$ cat src/hdl/vbrc_pkg.sv
// ============================================================================
// vbrc_pkg
// Shared constants, command codes, controller/datapath interface types and a
// popcount helper for the VLAN bitmap range counter.
// ============================================================================
package vbrc_pkg;

    // Map geometry. IDs are 12 bits wide, so the map covers every ID.
    localparam int ID_COUNT  = 4096;
    localparam int ID_W      = 12;
    localparam int WORD_BITS = 64;
    localparam int MAP_WORDS = ID_COUNT / WORD_BITS;
    localparam int WORD_AW   = $clog2(MAP_WORDS);
    localparam int OFF_W     = $clog2(WORD_BITS);
    localparam int POP_W     = $clog2(WORD_BITS) + 1;
    localparam int CNT_W     = 13;
    localparam int CMD_W     = 2;

    // Widths of the request (slave-side) and result (master-side) tdata buses.
    localparam int S_TDATA_W = 40;
    localparam int M_TDATA_W = 16;

    // Command codes carried in s_tuser.
    localparam logic [CMD_W-1:0] CMD_TEST  = 2'd0;
    localparam logic [CMD_W-1:0] CMD_SET   = 2'd1;
    localparam logic [CMD_W-1:0] CMD_COUNT = 2'd2;
    localparam logic [CMD_W-1:0] CMD_RSVD  = 2'd3;

    // Controller to datapath commands.
    typedef struct packed {
        logic               req_load;   // capture the accepted request
        logic               rd_en;      // read one map word
        logic [WORD_AW-1:0] rd_addr;    // word address of that read
        logic               cnt_tag;    // the read feeds the range count
        logic               step_en;    // evaluate a test or write back a set
        logic               out_load;   // move the result into the output register
    } vbrc_ctl_t;

    // Datapath to controller status.
    typedef struct packed {
        logic [CMD_W-1:0]   cmd;        // command of the captured request
        logic [WORD_AW-1:0] first_word; // first word to read
        logic [WORD_AW-1:0] last_word;  // last word of a count range
        logic               empty_range;
        logic               pipe_busy;  // count reads still in flight
        logic               out_free;   // output register can take a result
    } vbrc_sts_t;

    // Number of ones in one map word.
    function automatic logic [POP_W-1:0] popcount_word(input logic [WORD_BITS-1:0] w);
        logic [POP_W-1:0] s;
        s = '0;
        for (int i = 0; i < WORD_BITS; i++) begin
            s = s + POP_W'(w[i]);
        end
        return s;
    endfunction

endpackage

$ cat src/hdl/vbrc_ctrl.sv
// ============================================================================
// vbrc_ctrl
// Sequencer for one request at a time: dispatch, word reads, drain and
// hand-off of the result.
// ============================================================================
module vbrc_ctrl
    import vbrc_pkg::*;
(
    input  logic      aclk,
    input  logic      aresetn,
    input  logic      s_tvalid,
    output logic      s_tready,
    input  vbrc_sts_t sts,
    output vbrc_ctl_t ctl
);

    localparam logic [2:0] ST_IDLE     = 3'd0;
    localparam logic [2:0] ST_DISPATCH = 3'd1;
    localparam logic [2:0] ST_ISSUE    = 3'd2;
    localparam logic [2:0] ST_STEP     = 3'd3;
    localparam logic [2:0] ST_DRAIN    = 3'd4;
    localparam logic [2:0] ST_FINISH   = 3'd5;

    logic [2:0]         state_reg, state_next;
    logic [WORD_AW-1:0] addr_reg, addr_next;

    always_ff @(posedge aclk) begin
        if (!aresetn) begin
            state_reg <= ST_IDLE;
        end else begin
            state_reg <= state_next;
        end
    end

    always_ff @(posedge aclk) begin
        addr_reg <= addr_next;
    end

    assign s_tready = (state_reg == ST_IDLE);

    always_comb begin
        state_next   = state_reg;
        addr_next    = addr_reg;
        ctl          = '0;
        ctl.rd_addr  = addr_reg;
        unique case (state_reg)
            ST_IDLE: begin
                if (s_tvalid) begin
                    ctl.req_load = 1'b1;
                    state_next   = ST_DISPATCH;
                end
            end
            ST_DISPATCH: begin
                unique case (sts.cmd)
                    CMD_TEST, CMD_SET: begin
                        ctl.rd_en   = 1'b1;
                        ctl.rd_addr = sts.first_word;
                        state_next  = ST_STEP;
                    end
                    CMD_COUNT: begin
                        addr_next  = sts.first_word;
                        state_next = sts.empty_range ? ST_FINISH : ST_ISSUE;
                    end
                    default: begin
                        state_next = ST_FINISH;
                    end
                endcase
            end
            ST_ISSUE: begin
                ctl.rd_en   = 1'b1;
                ctl.cnt_tag = 1'b1;
                addr_next   = addr_reg + 1'b1;
                if (addr_reg == sts.last_word) begin
                    state_next = ST_DRAIN;
                end
            end
            ST_STEP: begin
                ctl.step_en = 1'b1;
                state_next  = ST_FINISH;
            end
            ST_DRAIN: begin
                if (!sts.pipe_busy) begin
                    state_next = ST_FINISH;
                end
            end
            ST_FINISH: begin
                if (sts.out_free) begin
                    ctl.out_load = 1'b1;
                    state_next   = ST_IDLE;
                end
            end
            default: begin
                state_next = ST_IDLE;
            end
        endcase
    end

endmodule

$ cat config.mk
export PLATFORM = sky130hd
export DESIGN_NAME = vbrc_ctrl
export DESIGN_NICKNAME = d
export VERILOG_FILES = /design/src/hdl/vbrc_pkg.sv /design/src/hdl/vbrc_ctrl.sv
export SDC_FILE = /design/constraint.sdc
export NUM_CORES = 1
export LEC_CHECK = 0
export BUFFER_PORTS_ARGS = -buffer_cell sky130_fd_sc_hd__buf_2
export CAP_MARGIN = 30
export CORE_MARGIN = 3
export CORE_UTILIZATION = 40
export CTS_CLUSTER_SIZE = 14
export DETAILED_ROUTE_END_ITERATION = 8
export PLACE_DENSITY_LB_ADDON = 0.15
export REMOVE_ABC_BUFFERS = 1
export SYNTH_ARGS = -nofsm -noshare
export SYNTH_HDL_FRONTEND = slang
export SYNTH_SLANG_ARGS = --single-unit
$ cat constraint.sdc
create_clock -name aclk -period 1.9 [get_ports aclk]
set_input_delay 0.475 -clock aclk [delete_from_list [all_inputs] [get_ports aclk]]
set_output_delay 0.475 -clock aclk [all_outputs]
set_load 0.03 [all_outputs]
==> results.sh <==
export IMPL_outcome="finished, violations left"
export IMPL_violations="negative setup slack"
export IMPL_synthDistinctLibCells=36
export IMPL_synthToLayoutAreaGrowth_pct=50.0
export IMPL_largest_reg_flops=6
export IMPL_drive_gt1_share_pct=51.2
export IMPL_crit_path_frequent_cell="nor2_4"
export IMPL_crit_required_ns=1.42
export IMPL_cts_path_max_buffers=2
export IMPL_multi_input_area_um2=504
export IMPL_crit_type="reg -> out"
export IMPL_cts_sinks=9
export IMPL_die_h_um=48.8
export IMPL_synth_edff_count=6
export IMPL_cp_slowest_cell="dfxtp_2"
export IMPL_power_w=0.000930
export IMPL_yosysWarnings=0
export IMPL_power_leakage_nw=0.484
export IMPL_maxCapViolCount=0
export IMPL_die_area_um2=2380
export IMPL_n_fill_cell=145
export IMPL_hold_viol=0
export IMPL_final_nets=143
export IMPL_worst_slack_ns=-0.0392
export IMPL_synth_area_per_cell_um2=9.17
export IMPL_antenna_cells=0
export IMPL_ir_worst_vdd_uv=537
export IMPL_ios=32
export IMPL_finish_instance_area_um2=1100
export IMPL_place_gp_congestion=0.786
export IMPL_wl_per_cell_um=12.9
export IMPL_yosysSeqAreaShare_pct=32.8
export IMPL_skew_ns=0.000458
export IMPL_drc_errors=0
export IMPL_syn_inst=80
export IMPL_fin_setup_tns_ns=-0.204
export IMPL_hp_class="in -> reg"
export IMPL_start_util_pct=45.5
export IMPL_cpPeakStageDelay_ns=0.33
export IMPL_pre_cts_ws_ns=0.0674
export IMPL_ff_latch_area_um2=245
export IMPL_netlist_area_um2=733
export IMPL_grt_overflow=0
export IMPL_via_count=734
export IMPL_dieWidth_um=48.8
export IMPL_coreArea_um2=1610
export IMPL_start_kind="flop"
export IMPL_cts_tree="built"
export IMPL_crit_chain="nor2_4 -> nand2_2 -> nor2_4 -> buf_12 -> mux2_4 -> buf_6"
export IMPL_finalWirelength_mm=1.87
export IMPL_antenna_left=0
export IMPL_rows=14
export IMPL_setup_violations=6
export IMPL_power_density_nw_per_um2=846
export IMPL_antenna_found_initial=0
export IMPL_grt_pass1_vias=672
export IMPL_synth_seq_cells=9
export IMPL_clk_latency_ns=0.26
export IMPL_vias_per_cell=5.06
export IMPL_slew_viol_final=0
export IMPL_critPathArrivalTime_ns=1.46
export IMPL_timing_hold_ws_ns=0.446
export IMPL_post_dp_cell_area_um2=958
export IMPL_timing_slew_headroom_pct=81.5
export IMPL_drtIter0Drc=7
export IMPL_rsz0062_at_grt="yes"
export IMPL_dr_pass1_iters=4
export IMPL_synthArstFlopShare_pct=0
export IMPL_period_minus_slack_ns=1.94
export IMPL_port_buffers=31
export IMPL_hpwl_mm=1.34
export IMPL_grt_start_max_net_pins=14
export IMPL_end_kind="output pin"
export IMPL_post_route_period_util_pct=102
export IMPL_path_clk_slew_ns=0.06
export IMPL_grtUsageTotal_pct=16.7
export IMPL_cp_max_fo=7
export IMPL_max_freq_mhz=516
export IMPL_cts_root_buffer="clkbuf_4"
export IMPL_cts_buffers=3
export IMPL_synth_main_ff_cell="edfxtp_1"
export IMPL_grt_first_pass_wirelength_mm=3.08
export IMPL_htree_levels=1
export IMPL_tightest_slew_ns=0.276
==> worst max-delay path: cells and delay by family (launching register included) <==
family,cells,cell delay (ns)
simple gates,3,0.28
mux,1,0.30
buf+inv,2,0.27
flops,1,0.33
==> metal layers <==
metal  track usage, %  wire (um)
met1             21.0        817
met2             26.7        938
met3             5.50        107
met4             5.69          8
met5                0          0
==> area by class of cell <==
cell class / instances / share of cell area (%)
multi-input cells: 64 / 45.8
repair buffers: 41 / 25.7
flip-flops and latches: 9 / 22.3
well taps: 24 / 2.73
clock buffers: 4 / 2.39
inverters: 3 / 1.02
==> final timing paths <==
path	end	startpoint	cells past startpoint	slack [ns]
worst max-delay path	ctl[3]	state_reg[2]	6	-0.04
worst min-delay path	state_reg[1]	aresetn	3	0.45
worst max register to register	state_reg[0]	state_reg[1]	5	0.27
worst min register to register	addr_reg[0]	addr_reg[0]	1	0.70
==> cell usage in the layout (no fill, tap or decap), types with 2 or more instances in the layout <==
cell type / n
clkbuf_4: 4
edfxtp_1: 6
mux2i_1: 2
buf_2: 24
inv_1: 2
buf_6: 6
nor2_1: 6
and2_1: 2
xnor2_1: 6
nand2_1: 2
nand3_1: 4
and3_1: 2
nor2_4: 2
xor2_1: 4
buf_4: 9
mux2_4: 6
a21oi_1: 7
nor3_2: 2
==> repair_timing <==
item | CTS | global route
setup buffers | 2 | 1
endpoints found under the setup margin | 7 | 10
hold buffers | 0 | 0
pin swaps | 1 | 1
gates resized for setup | 23 | 6
==> cell families after synthesis <==
family	count (synthesis)	share of synthesized area, %
AND/OR/NAND/NOR	29	22.2
AO/OA/AOI/OAI	15	13.0
XOR/XNOR	10	11.9
multiplexers	9	13.5
flip-flops	9	32.8
buffers and inverters	7	4.95
adder cells (fa/ha/maj)	1	1.71
==> power by group <==
part / switching, W / leakage [nW] / internal [W] / total [W]
Clock: 0.0000715 / 0.0150 / 0.0000813 / 0.000153
Sequential: 0.0000308 / 0.0806 / 0.000243 / 0.000274
Combinational: 0.000259 / 0.389 / 0.000245 / 0.000504
Total: 0.000361 / 0.484 / 0.000569 / 0.000930
==> stage by stage <==
| stage | utilization, % | cells |
|---|---|---|
| 2_1_floorplan | - | 76 |
| 3_3_place_gp | 59.5 | 138 |
| 3_5_place_dp | 59.5 | 138 |
| 4_1_cts | 66.5 | 144 |
| 5_1_grt | 68.2 | 145 |
| 6_report | 68.2 | 145 |
==> Yosys cell counts (2+ instances only) <==
cell type	count	area [um2]
and2_1	2	12.5
nor2_1	7	26.3
dfxtp_1	3	60.1
xor2_1	4	35.0
mux2_1	2	22.5
nand3_1	4	20.0
nand2_1	3	11.3
a21oi_1	7	35.0
mux2i_1	2	20.0
inv_1	3	11.3
buf_2	2	10.0
and3_1	2	12.5
mux2_2	5	56.3
edfxtp_1	6	180
nor3_1	2	10.0
xnor2_1	6	52.6
(Power assumes the default switching activity.)
